## src/design/dmx_rdm_frame_receiver_unit_macros.svh

```systemverilog
// ------------------------------------------------------------------------------------------
// DMX/RDM receiver assertion macros
// Shared concurrent assertion forms for the receiver RTL.
// ------------------------------------------------------------------------------------------
`ifndef DMX_RDM_FRAME_RECEIVER_UNIT_MACROS_SVH
`define DMX_RDM_FRAME_RECEIVER_UNIT_MACROS_SVH

// same-cycle implication
`define DMXRDM_ASSERT_IMP(label, clk, rst, ante, cons) \
   label: assert property (@(posedge clk) disable iff (rst) (ante) |-> (cons)) \
      else $error("dmxrdm: same-cycle check failed");

// next-cycle implication
`define DMXRDM_ASSERT_NXT(label, clk, rst, ante, cons) \
   label: assert property (@(posedge clk) disable iff (rst) (ante) |=> (cons)) \
      else $error("dmxrdm: next-cycle check failed");

`endif

```

## src/design/dmxrdm_pkg.sv

```systemverilog
// ------------------------------------------------------------------------------------------
// DMX/RDM receiver package
// Sizes, protocol codes and the structs passed between the receiver modules.
// ------------------------------------------------------------------------------------------
package dmxrdm_pkg;

   localparam int SLOT_WINDOW    = 4;   // 1..16
   localparam int PARAM_CAPACITY = 32;  // 1..231
   localparam int HDR_DEPTH      = 24;

   localparam int SLOT_AW  = (SLOT_WINDOW > 1) ? $clog2(SLOT_WINDOW) : 1;
   localparam int PARAM_AW = (PARAM_CAPACITY > 1) ? $clog2(PARAM_CAPACITY) : 1;
   localparam int HDR_AW   = 5;

   // start codes
   localparam logic [7:0] SC_DMX = 8'h00;
   localparam logic [7:0] SC_RDM = 8'hCC;
   localparam logic [7:0] SC_SUB = 8'h01;

   localparam logic [HDR_AW-1:0] HDR_TOP     = HDR_AW'(HDR_DEPTH - 1);
   localparam logic [HDR_AW-1:0] HDR_PDL_POS = HDR_AW'(2);

   // register map (word index)
   localparam logic REG_START_ADDRESS = 1'b0;
   localparam logic REG_TIMEOUT_LIMIT = 1'b1;

   localparam logic [9:0]  START_ADDRESS_RST = 10'd1;
   localparam logic [15:0] TIMEOUT_LIMIT_RST = 16'd1200;

   typedef struct packed {
      logic [9:0]  start_address;
      logic [15:0] timeout_limit_ms;
   } csr_type;

   typedef struct packed {
      logic                slot_we;
      logic [SLOT_AW-1:0]  slot_addr;
      logic                hdr_we;
      logic [HDR_AW-1:0]   hdr_addr;
      logic                param_we;
      logic [PARAM_AW-1:0] param_addr;
      logic [7:0]          data;
   } store_wr_type;

   typedef struct packed {
      logic        slot_store_valid;
      logic [3:0]  slot_position;
      logic        rdm_store_valid;
      logic        rdm_in_param_area;
      logic [7:0]  rdm_position;
      logic [7:0]  stored_byte;
      logic        dmx_frame_done;
      logic        rdm_message_done;
      logic        break_seen;
      logic        timeout_flag;
      logic [15:0] frame_period_ms;
      logic [2:0]  receiver_phase;
   } result_type;

endpackage

```

## src/design/dmx_rdm_frame_receiver_unit.sv

```systemverilog
// ------------------------------------------------------------------------------------------
// DMX512 / RDM frame receiver
// Decodes UART receive beats and millisecond ticks into slot/RDM store events.
// ------------------------------------------------------------------------------------------
//
//  channel   direction  handshake              payload
//  req_      in         req_valid / req_stall  req_type, req_rx_byte, req_framing_error
//  rsp_      out        rsp_valid / rsp_stall  one result beat per request beat
//  csr (APB) in         psel/penable/pwrite    start_address @0x0, timeout_limit_ms @0x4
//
//  One request beat per cycle while req_stall is low; the result is registered, or parked in the skid entry.
//  Throughput is set by the phase/counter loop in the core: one beat a cycle unless stalled.
//  The PDL byte comes from a registered header memory read, forwarded when just written.
//  Result path: output register plus one skid entry; req_stall rises only when both hold
//  beats. Synchronous active-high reset clears control state; stores need no clearing.
//
module dmx_rdm_frame_receiver_unit
   import dmxrdm_pkg::*;
(
   input  logic        clock,
   input  logic        reset,

   input  logic        req_valid,
   output logic        req_stall,
   input  logic        req_type,
   input  logic [7:0]  req_rx_byte,
   input  logic        req_framing_error,

   output logic        rsp_valid,
   input  logic        rsp_stall,
   output logic        rsp_slot_store_valid,
   output logic [3:0]  rsp_slot_position,
   output logic        rsp_rdm_store_valid,
   output logic        rsp_rdm_in_param_area,
   output logic [7:0]  rsp_rdm_position,
   output logic [7:0]  rsp_stored_byte,
   output logic        rsp_dmx_frame_done,
   output logic        rsp_rdm_message_done,
   output logic        rsp_break_seen,
   output logic        rsp_timeout_flag,
   output logic [15:0] rsp_frame_period_ms,
   output logic [2:0]  rsp_receiver_phase,

   input  logic        psel,
   input  logic        penable,
   input  logic        pwrite,
   input  logic [2:0]  paddr,
   input  logic [31:0] pwdata,
   output logic [31:0] prdata,
   output logic        pready
);

`include "dmx_rdm_frame_receiver_unit_macros.svh"

   csr_type      csr_ff;
   logic         csr_wr;
   logic         req_acc;
   logic         rsp_take;
   logic [7:0]   pdl;
   store_wr_type store_wr;
   result_type   core_res;

   result_type   out_ff;
   logic         out_valid_ff;
   result_type   skid_ff;
   logic         skid_valid_ff;

   // ---- configuration port ----
   assign pready = 1'b1;
   assign csr_wr = psel && penable && pwrite && pready;

   always_ff @(posedge clock) begin
      if (reset) begin
         csr_ff.start_address    <= START_ADDRESS_RST;
         csr_ff.timeout_limit_ms <= TIMEOUT_LIMIT_RST;
      end else if (csr_wr) begin
         unique case (paddr[2])
            REG_START_ADDRESS: csr_ff.start_address    <= pwdata[9:0];
            REG_TIMEOUT_LIMIT: csr_ff.timeout_limit_ms <= pwdata[15:0];
         endcase
      end
   end

   always_comb begin
      unique case (paddr[2])
         REG_START_ADDRESS: prdata = {22'd0, csr_ff.start_address};
         REG_TIMEOUT_LIMIT: prdata = {16'd0, csr_ff.timeout_limit_ms};
      endcase
   end

   // ---- request side: stall only once the skid entry is taken ----
   assign req_stall = skid_valid_ff;
   assign req_acc   = req_valid && !req_stall;
   assign rsp_take  = out_valid_ff && !rsp_stall;

   dmxrdm_core u_core (
      .clock         (clock),
      .reset         (reset),
      .acc           (req_acc),
      .req_type      (req_type),
      .rx_byte       (req_rx_byte),
      .framing_error (req_framing_error),
      .csr           (csr_ff),
      .pdl           (pdl),
      .wr            (store_wr),
      .res           (core_res)
   );

   dmxrdm_store u_store (
      .clock (clock),
      .reset (reset),
      .wr    (store_wr),
      .pdl   (pdl)
   );

   // ---- result buffering: output register and skid entry ----
   always_ff @(posedge clock) begin
      if (reset) begin
         out_valid_ff  <= 1'b0;
         skid_valid_ff <= 1'b0;
      end else if (!out_valid_ff || rsp_take) begin
         if (skid_valid_ff) begin
            out_ff        <= skid_ff;
            out_valid_ff  <= 1'b1;
            skid_valid_ff <= 1'b0;
         end else begin
            out_ff       <= core_res;
            out_valid_ff <= req_acc;
         end
      end else if (req_acc) begin
         // output held by stall: park the new beat
         skid_ff       <= core_res;
         skid_valid_ff <= 1'b1;
      end
   end

   assign rsp_valid             = out_valid_ff;
   assign rsp_slot_store_valid  = out_ff.slot_store_valid;
   assign rsp_slot_position     = out_ff.slot_position;
   assign rsp_rdm_store_valid   = out_ff.rdm_store_valid;
   assign rsp_rdm_in_param_area = out_ff.rdm_in_param_area;
   assign rsp_rdm_position      = out_ff.rdm_position;
   assign rsp_stored_byte       = out_ff.stored_byte;
   assign rsp_dmx_frame_done    = out_ff.dmx_frame_done;
   assign rsp_rdm_message_done  = out_ff.rdm_message_done;
   assign rsp_break_seen        = out_ff.break_seen;
   assign rsp_timeout_flag      = out_ff.timeout_flag;
   assign rsp_frame_period_ms   = out_ff.frame_period_ms;
   assign rsp_receiver_phase    = out_ff.receiver_phase;

   // ---- checks ----
   `DMXRDM_ASSERT_IMP(a_skid_behind_out, clock, reset, skid_valid_ff, out_valid_ff)
   `DMXRDM_ASSERT_NXT(a_skid_fills, clock, reset, out_valid_ff && rsp_stall && req_acc, skid_valid_ff)
   `DMXRDM_ASSERT_NXT(a_skid_drains, clock, reset, skid_valid_ff && !rsp_stall, out_valid_ff && !skid_valid_ff)
   `DMXRDM_ASSERT_IMP(a_one_store, clock, reset, out_valid_ff, !(out_ff.slot_store_valid && out_ff.rdm_store_valid))

endmodule

```

## src/design/dmxrdm_store.sv

```systemverilog
// ------------------------------------------------------------------------------------------
// DMX/RDM receiver byte stores
// Slot, RDM header and parameter memories; registered PDL read with write forwarding.
// ------------------------------------------------------------------------------------------
module dmxrdm_store
   import dmxrdm_pkg::*;
(
   input  logic         clock,
   input  logic         reset,
   input  store_wr_type wr,
   output logic [7:0]   pdl
);

   logic [7:0] slot_mem  [SLOT_WINDOW];
   logic [7:0] hdr_mem   [HDR_DEPTH];
   logic [7:0] param_mem [PARAM_CAPACITY];

   logic [7:0] pdl_rd_ff;
   logic       fwd_valid_ff;
   logic       fwd_valid_in;
   logic [7:0] fwd_data_ff;

   assign fwd_valid_in = wr.hdr_we && (wr.hdr_addr == HDR_PDL_POS);

   always_ff @(posedge clock) begin
      if (wr.slot_we) begin
         slot_mem[wr.slot_addr] <= wr.data;
      end
      if (wr.hdr_we) begin
         hdr_mem[wr.hdr_addr] <= wr.data;
      end
      if (wr.param_we) begin
         param_mem[wr.param_addr] <= wr.data;
      end
      pdl_rd_ff   <= hdr_mem[HDR_PDL_POS];
      fwd_data_ff <= wr.data;
   end

   always_ff @(posedge clock) begin
      if (reset) begin
         fwd_valid_ff <= 1'b0;
      end else begin
         fwd_valid_ff <= fwd_valid_in;
      end
   end

   // the registered array read still holds the old byte after a write: take the written byte directly then
   assign pdl = fwd_valid_ff ? fwd_data_ff : pdl_rd_ff;

endmodule

```

## src/design/dmxrdm_core.sv

```systemverilog
// ------------------------------------------------------------------------------------------
// DMX/RDM receiver core
// Receive phase machine, slot/header/parameter counters, timeout and period counters.
// ------------------------------------------------------------------------------------------
module dmxrdm_core
   import dmxrdm_pkg::*;
(
   input  logic         clock,
   input  logic         reset,
   input  logic         acc,
   input  logic         req_type,
   input  logic [7:0]   rx_byte,
   input  logic         framing_error,
   input  csr_type      csr,
   input  logic [7:0]   pdl,
   output store_wr_type wr,
   output result_type   res
);

   typedef enum logic [2:0] {
      PH_WAIT_BREAK = 3'd0,
      PH_WAIT_START = 3'd1,
      PH_DMX_DATA   = 3'd2,
      PH_RDM_SUB    = 3'd3,
      PH_RDM_HDR    = 3'd4,
      PH_RDM_PARAM  = 3'd5
   } phase_type;

   phase_type   phase_ff, phase_in;
   logic [9:0]  slot_ff, slot_in;
   logic [4:0]  hdr_cnt_ff, hdr_cnt_in;
   logic [7:0]  par_cnt_ff, par_cnt_in;
   logic        par_taken_ff, par_taken_in;
   logic [15:0] idle_ff, idle_in;
   logic        tmo_ff, tmo_in;
   logic [15:0] run_ff, run_in;
   logic [15:0] last_ff, last_in;

   logic [9:0]  slot_diff;
   logic [10:0] win_end;
   logic [4:0]  hdr_pos;
   logic [7:0]  par_pos;
   logic [7:0]  pdl_clamp;
   logic [7:0]  par_floor;

   assign slot_diff = slot_ff - csr.start_address;
   assign win_end   = {1'b0, csr.start_address} + 11'(SLOT_WINDOW);
   assign hdr_pos   = (hdr_cnt_ff > HDR_TOP) ? HDR_TOP : hdr_cnt_ff;
   assign par_pos   = (par_cnt_ff >= 8'(PARAM_CAPACITY)) ? 8'(PARAM_CAPACITY - 1) : par_cnt_ff;
   assign pdl_clamp = (pdl > 8'(PARAM_CAPACITY)) ? 8'(PARAM_CAPACITY) : pdl;
   assign par_floor = 8'(PARAM_CAPACITY) - pdl_clamp;

   always_comb begin
      phase_in     = phase_ff;
      slot_in      = slot_ff;
      hdr_cnt_in   = hdr_cnt_ff;
      par_cnt_in   = par_cnt_ff;
      par_taken_in = par_taken_ff;
      idle_in      = idle_ff;
      tmo_in       = tmo_ff;
      run_in       = run_ff;
      last_in      = last_ff;
      wr           = '0;
      wr.data      = rx_byte;
      res          = '0;

      if (acc) begin
         if (req_type) begin
            idle_in = (idle_ff == 16'hFFFF) ? idle_ff : idle_ff + 16'd1;
            run_in  = (run_ff == 16'hFFFF) ? run_ff : run_ff + 16'd1;
         end else if (framing_error) begin
            res.break_seen = 1'b1;
            phase_in       = PH_WAIT_START;
            idle_in        = '0;
         end else begin
            unique case (phase_ff)
               PH_WAIT_START: begin
                  if (rx_byte == SC_DMX) begin
                     phase_in = PH_DMX_DATA;
                     slot_in  = 10'd1;
                     last_in  = run_ff;
                     run_in   = '0;
                  end else if (rx_byte == SC_RDM) begin
                     phase_in = PH_RDM_SUB;
                  end else begin
                     phase_in = PH_WAIT_BREAK;
                  end
               end
               PH_DMX_DATA: begin
                  if (csr.start_address != '0 && slot_ff >= csr.start_address &&
                      slot_diff < 10'(SLOT_WINDOW)) begin
                     wr.slot_we           = 1'b1;
                     wr.slot_addr         = slot_diff[SLOT_AW-1:0];
                     res.slot_store_valid = 1'b1;
                     res.slot_position    = slot_diff[3:0];
                     res.stored_byte      = rx_byte;
                  end
                  slot_in = (slot_ff == 10'd1023) ? slot_ff : slot_ff + 10'd1;
                  if (csr.start_address != '0 && {1'b0, slot_in} >= win_end) begin
                     res.dmx_frame_done = 1'b1;
                     phase_in           = PH_WAIT_BREAK;
                     idle_in            = '0;
                     tmo_in             = 1'b0;
                  end
               end
               PH_RDM_SUB: begin
                  if (rx_byte == SC_SUB) begin
                     phase_in     = PH_RDM_HDR;
                     hdr_cnt_in   = HDR_TOP;
                     par_taken_in = 1'b0;
                  end else begin
                     phase_in = PH_WAIT_BREAK;
                  end
               end
               PH_RDM_HDR: begin
                  wr.hdr_we           = 1'b1;
                  wr.hdr_addr         = hdr_pos;
                  res.rdm_store_valid = 1'b1;
                  res.rdm_position    = 8'(hdr_pos);
                  res.stored_byte     = rx_byte;
                  priority if (hdr_pos == HDR_PDL_POS && rx_byte != '0 && !par_taken_ff) begin
                     phase_in   = PH_RDM_PARAM;
                     par_cnt_in = 8'(PARAM_CAPACITY - 1);
                     hdr_cnt_in = 5'd1;
                  end else if (hdr_pos == '0) begin
                     res.rdm_message_done = 1'b1;
                     hdr_cnt_in           = hdr_pos;
                     phase_in             = PH_WAIT_BREAK;
                     idle_in              = '0;
                     tmo_in               = 1'b0;
                  end else begin
                     hdr_cnt_in = hdr_pos - 5'd1;
                  end
               end
               PH_RDM_PARAM: begin
                  wr.param_we           = 1'b1;
                  wr.param_addr         = par_pos[PARAM_AW-1:0];
                  res.rdm_store_valid   = 1'b1;
                  res.rdm_in_param_area = 1'b1;
                  res.rdm_position      = par_pos;
                  res.stored_byte       = rx_byte;
                  if (par_pos <= par_floor) begin
                     phase_in     = PH_RDM_HDR;
                     par_taken_in = 1'b1;
                     par_cnt_in   = par_pos;
                  end else begin
                     par_cnt_in = par_pos - 8'd1;
                  end
               end
               PH_WAIT_BREAK: begin
                  phase_in = PH_WAIT_BREAK;
               end
            endcase
         end

         if (idle_in > csr.timeout_limit_ms) begin
            tmo_in  = 1'b1;
            idle_in = '0;
         end
      end

      res.timeout_flag    = tmo_in;
      res.frame_period_ms = last_in;
      res.receiver_phase  = phase_in;
   end

   always_ff @(posedge clock) begin
      if (reset) begin
         phase_ff     <= PH_WAIT_BREAK;
         slot_ff      <= '0;
         hdr_cnt_ff   <= '0;
         par_cnt_ff   <= '0;
         par_taken_ff <= 1'b0;
         idle_ff      <= '0;
         tmo_ff       <= 1'b0;
         run_ff       <= '0;
         last_ff      <= '0;
      end else begin
         phase_ff     <= phase_in;
         slot_ff      <= slot_in;
         hdr_cnt_ff   <= hdr_cnt_in;
         par_cnt_ff   <= par_cnt_in;
         par_taken_ff <= par_taken_in;
         idle_ff      <= idle_in;
         tmo_ff       <= tmo_in;
         run_ff       <= run_in;
         last_ff      <= last_in;
      end
   end

endmodule

```

## config.mk

```make
export PLATFORM = sky130hd
export DESIGN_NAME = dmx_rdm_frame_receiver_unit
export DESIGN_NICKNAME = d
export VERILOG_FILES = /design/src/design/dmxrdm_pkg.sv /design/src/design/dmx_rdm_frame_receiver_unit.sv /design/src/design/dmxrdm_store.sv /design/src/design/dmxrdm_core.sv
export VERILOG_INCLUDE_DIRS = /design/src /design/src/design
export SDC_FILE = /design/constraint.sdc
export NUM_CORES = 1
export LEC_CHECK = 0
export BUFFER_PORTS_ARGS = -buffer_cell sky130_fd_sc_hd__buf_2
export CORE_MARGIN = 3
export CORE_UTILIZATION = 30
export DETAILED_ROUTE_END_ITERATION = 7
export PLACE_DENSITY_LB_ADDON = 0.25
export SETUP_SLACK_MARGIN = 0.4
export SLEW_MARGIN = 30
export SYNTH_ARGS = -nofsm -noshare
export SYNTH_HDL_FRONTEND = slang
export SYNTH_HIERARCHICAL = 1
export SYNTH_SLANG_ARGS = --single-unit
```

## constraint.sdc

```tcl
create_clock -name clock -period 10.9 [get_ports clock]
set_input_delay 1.09 -clock clock [delete_from_list [all_inputs] [get_ports clock]]
set_output_delay 1.09 -clock clock [all_outputs]
set_load 0.03 [all_outputs]
```

==> qor_table.md, run 1 <==
| Metric | Value |
|:---|:---|
| Actual transition at the worst max-transition pin | 0.844 ns |
| Crit path max fanout | 19 |
| Final critical delay including setup and external delays | 6.21 ns |
| Normalized max-slew margin | 0.435 |
| Number of nets in the layout | 1330 |
| Cell count after synthesis | 1149 |
| All-layer global routing usage | 0.128 |
| Max clock buf depth | 3 |
| Setup-violating endpoint count in the final report | 0 |
| Slowest library cell on the worst path | nor3b_2 |
| Vias | 8535 |
| Synthesis Warnings | 6 |
| Final number of hold-violating endpoints | 0 |
| Register clock-pin slew on the reported worst setup and hold paths | 0.06 ns |
| Area of the placeable core | 38000 um2 |
| I/O Buffers | 97 |
| Fraction of final layout cells with drive strength greater than 1 | 0.188 |
| Die X | 203 um |
| DP HPWL | 19300 um |
| Outcome | completed |
| Final-report max-slew violation count | 0 |
| Class of the tightest hold or removal check | register to register |
| Post-route cell area | 13300 um2 |
| CTS root buffer | clkbuf_16 |
| Number of detailed-routing iterations run before antenna repair | 5 |
| Cell area power density | 140 nW/um2 |
| Total Routed Length | 27300 um |
| TritonCTS clock tree | done |
| I/O pin cnt | 133 |
| Max-capacitance violation count | 0 |
| Post-synthesis cell area | 11700 um2 |
| Routability congestion estimate from global placement | 0.825 |
| Setup repair after global routing missed its margin | false |
| Clock latency at the later pin of the worst-skew pair | 0.54 ns |
| Routed WL per cell | 15.6 um |
| Cell row count | 71 |
| Vertical die dimension | 203 um |
| Number of global-route vias before repair | 8111 |
| Global-route wire length before repair | 43500 um |
| Post-layout instance count excluding filler cells | 1754 |
| Number of levels in the clock H-tree | 1 |
| Number of antenna violations at the first check in global routing | 0 |
| Cells along the critical path | ha_1 -> nand2_1 -> nor2_1 -> and2_1 -> nor2_1 -> nand3_1 -> xnor2_1 -> ha_1 -> nand4_1 -> or3_1 -> a311oi_1 -> nor2_2 -> a221o_1 -> ha_1 -> a211oi_1 -> o21ai_0 -> o211ai_1 -> a31oi_1 -> nor3b_2 -> a21oi_1 -> o22ai_1 |
| Antenna diode instance count | 0 |
| Max incr delay on CP | 0.65 ns |
| Inserted Clock Buffers | 25 |
| Largest net degree at the start of global routing | 76 |
| Placed standard-cell area | 12500 um2 |
| Worst clock skew | 0.0275 ns |
| Initial Utilization | 0.307 |
| Number of design rule violations left after detail routing | 0 |
| Resized cells post-CTS | 0 |
| Post-CTS Hold Fix Bufs | 0 |
| CP Data Required Time | 11.34 ns |
| Number of vias per cell | 4.87 |
| Cell seen most often among critical-path stages | ha_1 |
| Share of the cycle needed by the critical path after routing | 0.569 |
| Kind of launch point of the worst setup path | register |
| Antenna Nets Post-Route | 0 |
| Signal arrival time at the worst endpoint | 6.64 ns |
| DIE AREA | 41300 um2 |
| Reported leakage power | 5.18 nW |
| Buffers inserted by post-CTS timing repair | 0 |
| Total power after layout | 1.87 mW |
| Number of DRC markers after the initial detailed-route iteration | 445 |
| Number of placed instances with taps included | 1708 |
| Highest clock rate | 0.161 GHz |
| Worst setup EP type | register |
| Grt total ovfl | 0 |
| Maximum resistive drop on vdd | 0.0000887 V |
| Sum of buffers and inverters on the critical path | 0 |
| Area grow syn2layout | 14.1% |
| Mean Syn Cell Area | 10.2 um2 |
| Worst setup path class | register to register |
| Top Family by Delay on Critical Path | simple AND/OR/NAND/NOR gates |
| Fill cell count | 3938 |
| Post-route setup TNS | 0 ns |
| Number of sinks on the clock net | 221 |
## layer usage
| metal | vias to the layer above | track usage | wire [um] |
|---|---|---|---|
| li1 | 4257 | - | - |
| met1 | 4051 | 0.182 | 13400 |
| met2 | 188 | 0.203 | 12100 |
| met3 | 39 | 0.0225 | 1300 |
| met4 | 0 | 0.0278 | 478 |
| met5 | - | 0 | 0 |
## where the power goes
| part | total (mW) | internal, mW | switching, mW | leakage [nW] |
|---|---|---|---|---|
| Sequential | 0.893 | 0.882 | 0.0107 | 1.95 |
| Clock | 0.848 | 0.487 | 0.361 | 0.392 |
| Combinational | 0.131 | 0.0406 | 0.0909 | 2.84 |
| Total | 1.87 | 1.41 | 0.462 | 5.18 |
## placed cells by master (no fill, tap or decap), types with 6 or more instances in the layout
| master | instances |
|---|---|
| o211ai_1 | 8 |
| nand2_1 | 76 |
| xnor2_1 | 26 |
| a211oi_1 | 11 |
| clkbuf_16 | 25 |
| buf_2 | 97 |
| xor2_1 | 10 |
| ha_1 | 53 |
| o22ai_1 | 9 |
| dfxtp_1 | 120 |
| or3_1 | 6 |
| mux2_2 | 59 |
| nor2b_1 | 29 |
| inv_1 | 54 |
| nor4_1 | 8 |
| nor2_1 | 85 |
| and4_1 | 6 |
| and2_1 | 20 |
| nand2b_1 | 46 |
| mux2i_1 | 27 |
| or4_1 | 6 |
| clkinvlp_4 | 7 |
| o21ai_0 | 32 |
| a31oi_1 | 12 |
| conb_1 | 26 |
| a21o_1 | 7 |
| mux2_1 | 21 |
| edfxtp_1 | 100 |
| nand4_1 | 17 |
| a22o_1 | 6 |
| buf_4 | 8 |
| and3_1 | 8 |
| nor3_1 | 32 |
| o21a_1 | 6 |
| a21oi_1 | 58 |
| nand3_1 | 33 |
## path summary, 6_finish.rpt
| path | from | to | slack, ns | depth (start not counted) |
|---|---|---|---|---|
| setup / recovery | u_core/slot_ff[1] | u_core/idle_ff[12] | 4.69 | 21 |
| hold / removal | u_store/hdr_mem[2][5] | u_store/pdl_rd_ff[5] | 0.34 | 0 |
| setup reg to reg | u_core/slot_ff[1] | u_core/idle_ff[12] | 4.69 | 21 |
| hold reg to reg | u_store/hdr_mem[2][5] | u_store/pdl_rd_ff[5] | 0.34 | 0 |
## final cells by class
| cell class | instances | area [um2] | share of cell area |
|---|---|---|---|
| clock inverters | 19 | 183 | 0.0137 |
| multi-input cells | 817 | 5680 | 0.426 |
| clock buffers | 27 | 653 | 0.0490 |
| inverters | 54 | 203 | 0.0152 |
| repair buffers | 105 | 546 | 0.0409 |
| flip-flops and latches | 221 | 5430 | 0.407 |
| well taps | 511 | 639 | 0.0480 |
## state kept, by name, summed over array words and instances, names as in the netlist, 3 cells and up
| name | cells |
|---|---|
| u_core/last_ff | 16 |
| u_core/phase_ff | 3 |
| csr_ff | 26 |
| u_core/run_ff | 16 |
| rsp_slot_position | 4 |
| u_core/hdr_cnt_ff | 5 |
| rsp_receiver_phase | 3 |
| u_store/pdl_rd_ff | 8 |
| u_core/idle_ff | 16 |
| u_store/fwd_data_ff | 8 |
| rsp_stored_byte | 8 |
| skid_ff | 46 |
| rsp_frame_period_ms | 16 |
| u_core/slot_ff | 10 |
| rsp_rdm_position | 8 |
| u_core/par_cnt_ff | 8 |
| u_store/hdr_mem | 8 |
## through the flow
stage	utilization	hold slack (ns)	setup WS [ns]
floorplan	-	0.323	5.69
global placement	0.329	0.325	4.77
detailed placement	0.329	0.329	4.69
CTS	0.351	0.344	4.65
global route	0.351	0.352	4.10
finish	0.351	0.343	4.69
(Power assumes the default switching activity.)
==> inputs of run 2 (changes only) <==
- clock period: 10.9 -> 5.1 ns (I/O delays scaled with it)
==> run 2 against run 1 <==
Against the previous run:
- via count grew 1.4%
- sequential share of layout area shrank 1.8 points
- final area increased by 5.0%
- flip-flop and latch count did not move
- maximum frequency is 35% higher
- worst hold slack got worse by 0.21 ns
- largest power group unchanged
==> qor_table.md, run 2 (synthesis results as in run 1) <==
| Metric | Value |
|:---|:---|
| Reported leakage power | 5.50 nW |
| Timing startpoint of the critical path | u_core/slot_ff[0] |
| Antenna diode instance count | 0 |
| Actual transition at the worst max-transition pin | 0.887 ns |
| Signal arrival time at the worst endpoint | 5.06 ns |
| Class of the tightest hold or removal check | input pin to register |
| Final number of hold-violating endpoints | 0 |
| Routed WL per cell | 15.6 um |
| Number of detailed-routing iterations run before antenna repair | 4 |
| Outcome | completed |
| Post-CTS Hold Fix Bufs | 0 |
| Share of the cycle needed by the critical path after routing | 0.903 |
| Kind of launch point of the worst setup path | register |
| Inserted Clock Buffers | 25 |
| Grt total ovfl | 0 |
| Max reg flops | 46 |
| Number of vias per cell | 4.83 |
| Maximum resistive drop on vdd | 0.000203 V |
| Final-report max-slew violation count | 0 |
| Max clock buf depth | 3 |
| Number of design rule violations left after detail routing | 0 |
| Number of sinks on the clock net | 221 |
| Vias | 8658 |
| Largest registers | skid_ff: 46 flops, csr_ff: 26 flops |
| I/O Buffers | 97 |
| DIE AREA | 41300 um2 |
| Highest clock rate | 0.217 GHz |
| Placed standard-cell area | 12700 um2 |
| Normalized max-slew margin | 0.406 |
| Setup-violating endpoint count in the final report | 0 |
| Area grow syn2layout | 19.8% |
| Sequential standard cell area | 5440 um2 |
| Max-capacitance violation count | 0 |
| Number of levels in the clock H-tree | 1 |
| Final critical delay including setup and external delays | 4.60 ns |
| Worst reg2reg startpoint | u_core/slot_ff[0] |
| Die X | 203 um |
| DP HPWL | 19400 um |
| Most frequent cells in the layout | 113 x dfxtp_1, 100 x edfxtp_1, 97 x buf_2 |
| Number of antenna violations at the first check in global routing | 0 |
| Startpoint of the lowest-slack hold path | req_rx_byte[2] |
| Post-route cell area | 14000 um2 |
| Fill cell count | 3859 |
| Number of DRC markers after the initial detailed-route iteration | 439 |
| Clock latency at the later pin of the worst-skew pair | 0.54 ns |
| Global-route wire length before repair | 43800 um |
| Number of global-route vias before repair | 8248 |
| Largest net degree at the start of global routing | 77 |
| Largest reg by FF count | skid_ff |
| Setup repair after global routing missed its margin | true |
| Commonest non-fill, non-tap cell in the layout | dfxtp_1 |
| CTS root buffer | clkbuf_16 |
| I/O pin cnt | 133 |
| Worst clock skew | 0.0223 ns |
| Routability congestion estimate from global placement | 0.850 |
| Post-route setup TNS | 0 ns |
| Initial Utilization | 0.307 |
| Cell area power density | 291 nW/um2 |
| Area of the multi-input gates | 6010 um2 |
| Register clock-pin slew on the reported worst setup and hold paths | 0.06 ns |
| Worst hold slack | 0.137 ns |
| Crit path max fanout | 4 |
| Vertical die dimension | 203 um |
| CP Data Required Time | 5.55 ns |
| Number of nets in the layout | 1370 |
| Worst setup path class | register to register |
| Cell row count | 71 |
| All-layer global routing usage | 0.128 |
| Worst setup EP type | register |
| Total Routed Length | 28000 um |
| Fraction of final layout cells with drive strength greater than 1 | 0.251 |
| Antenna Nets Post-Route | 0 |
| Area of the placeable core | 38000 um2 |
| TritonCTS clock tree | done |
## run 2: cell count changes in the layout (fill, tap and decap cells not counted), moves of 5 or more
cell        change
dfxtp_1         -7
a211oi_1        -5
buf_4          +36
clkbuf_1        +5
ha_4            +5
clkinvlp_4      -5
dfxtp_2         +6
ha_1            -5
o21ai_0         -7
## run 2: where the power goes
part / switching (mW) / total, mW / internal (mW)
Sequential: 0.0239 / 1.91 / 1.89
Combinational: 0.202 / 0.303 / 0.100
Clock: 0.741 / 1.85 / 1.11
Total: 0.967 / 4.07 / 3.10
## run 2: layer usage
metal	vias up	wire length, um	track usage
met3	44	1250	0.0188
met5	-	0	0
met2	190	12700	0.208
met1	4091	13500	0.181
li1	4333	-	-
met4	0	590	0.0297
## run 2: area by class of cell
class | count | area share
Clock buffer | 30 | 0.0461
Multi-Input combinational cell | 818 | 0.430
Tap cell | 511 | 0.0457
Inverter | 54 | 0.0145
Timing Repair Buffer | 144 | 0.0607
Clock inverter | 16 | 0.0146
Sequential cell | 221 | 0.389
## run 2: timing repair
action                     CTS  global route
resized for setup           27            44
buffers inserted             7             7
setup endpoints to repair   18            23
cloned                       1             0
pin swaps                   18            29
## run 2: path summary, 6_finish.rpt
path | to | slack (ns) | cells after the start
setup / recovery | u_core/idle_ff[7] | 0.50 | 23
hold / removal | u_store/fwd_data_ff[2] | 0.14 | 1
setup reg to reg | u_core/idle_ff[7] | 0.50 | 23
hold reg to reg | u_store/pdl_rd_ff[4] | 0.34 | 0
## run 2: worst max-delay path, cell delays in order (launching register included)
cell      delay (ns)
dfxtp_4         0.35
ha_4            0.14
nand2_4         0.06
nor2_4          0.14
and2_4          0.18
nor2_4          0.05
buf_4           0.14
xor2_2          0.15
ha_1            0.28
nand4_1         0.10
or3_4           0.39
a311oi_4        0.31
buf_4           0.18
o21ai_2         0.06
nand2_1         0.13
o31ai_4         0.10
ha_4            0.24
a211oi_2        0.21
o21ai_1         0.10
o221ai_2        0.26
a31o_2          0.25
nand3b_1        0.12
or4_1           0.49
o21ai_1         0.09
## run 2: metrics by stage
| step | util | setup slack, ns | instances | power, mW |
|---|---|---|---|---|
| 6_report | 0.368 | 0.496 | 1794 | 4.07 |
| 5_1_grt | 0.368 | 0.273 | 1794 | 4.23 |
| 4_1_cts | 0.361 | 0.408 | 1787 | 4.12 |
| 3_5_place_dp | 0.334 | 0.0636 | 1733 | 2.24 |
| 3_3_place_gp | 0.334 | 0.0649 | 1733 | 2.23 |
| 2_1_floorplan | - | 0.401 | 1171 | 2.16 |
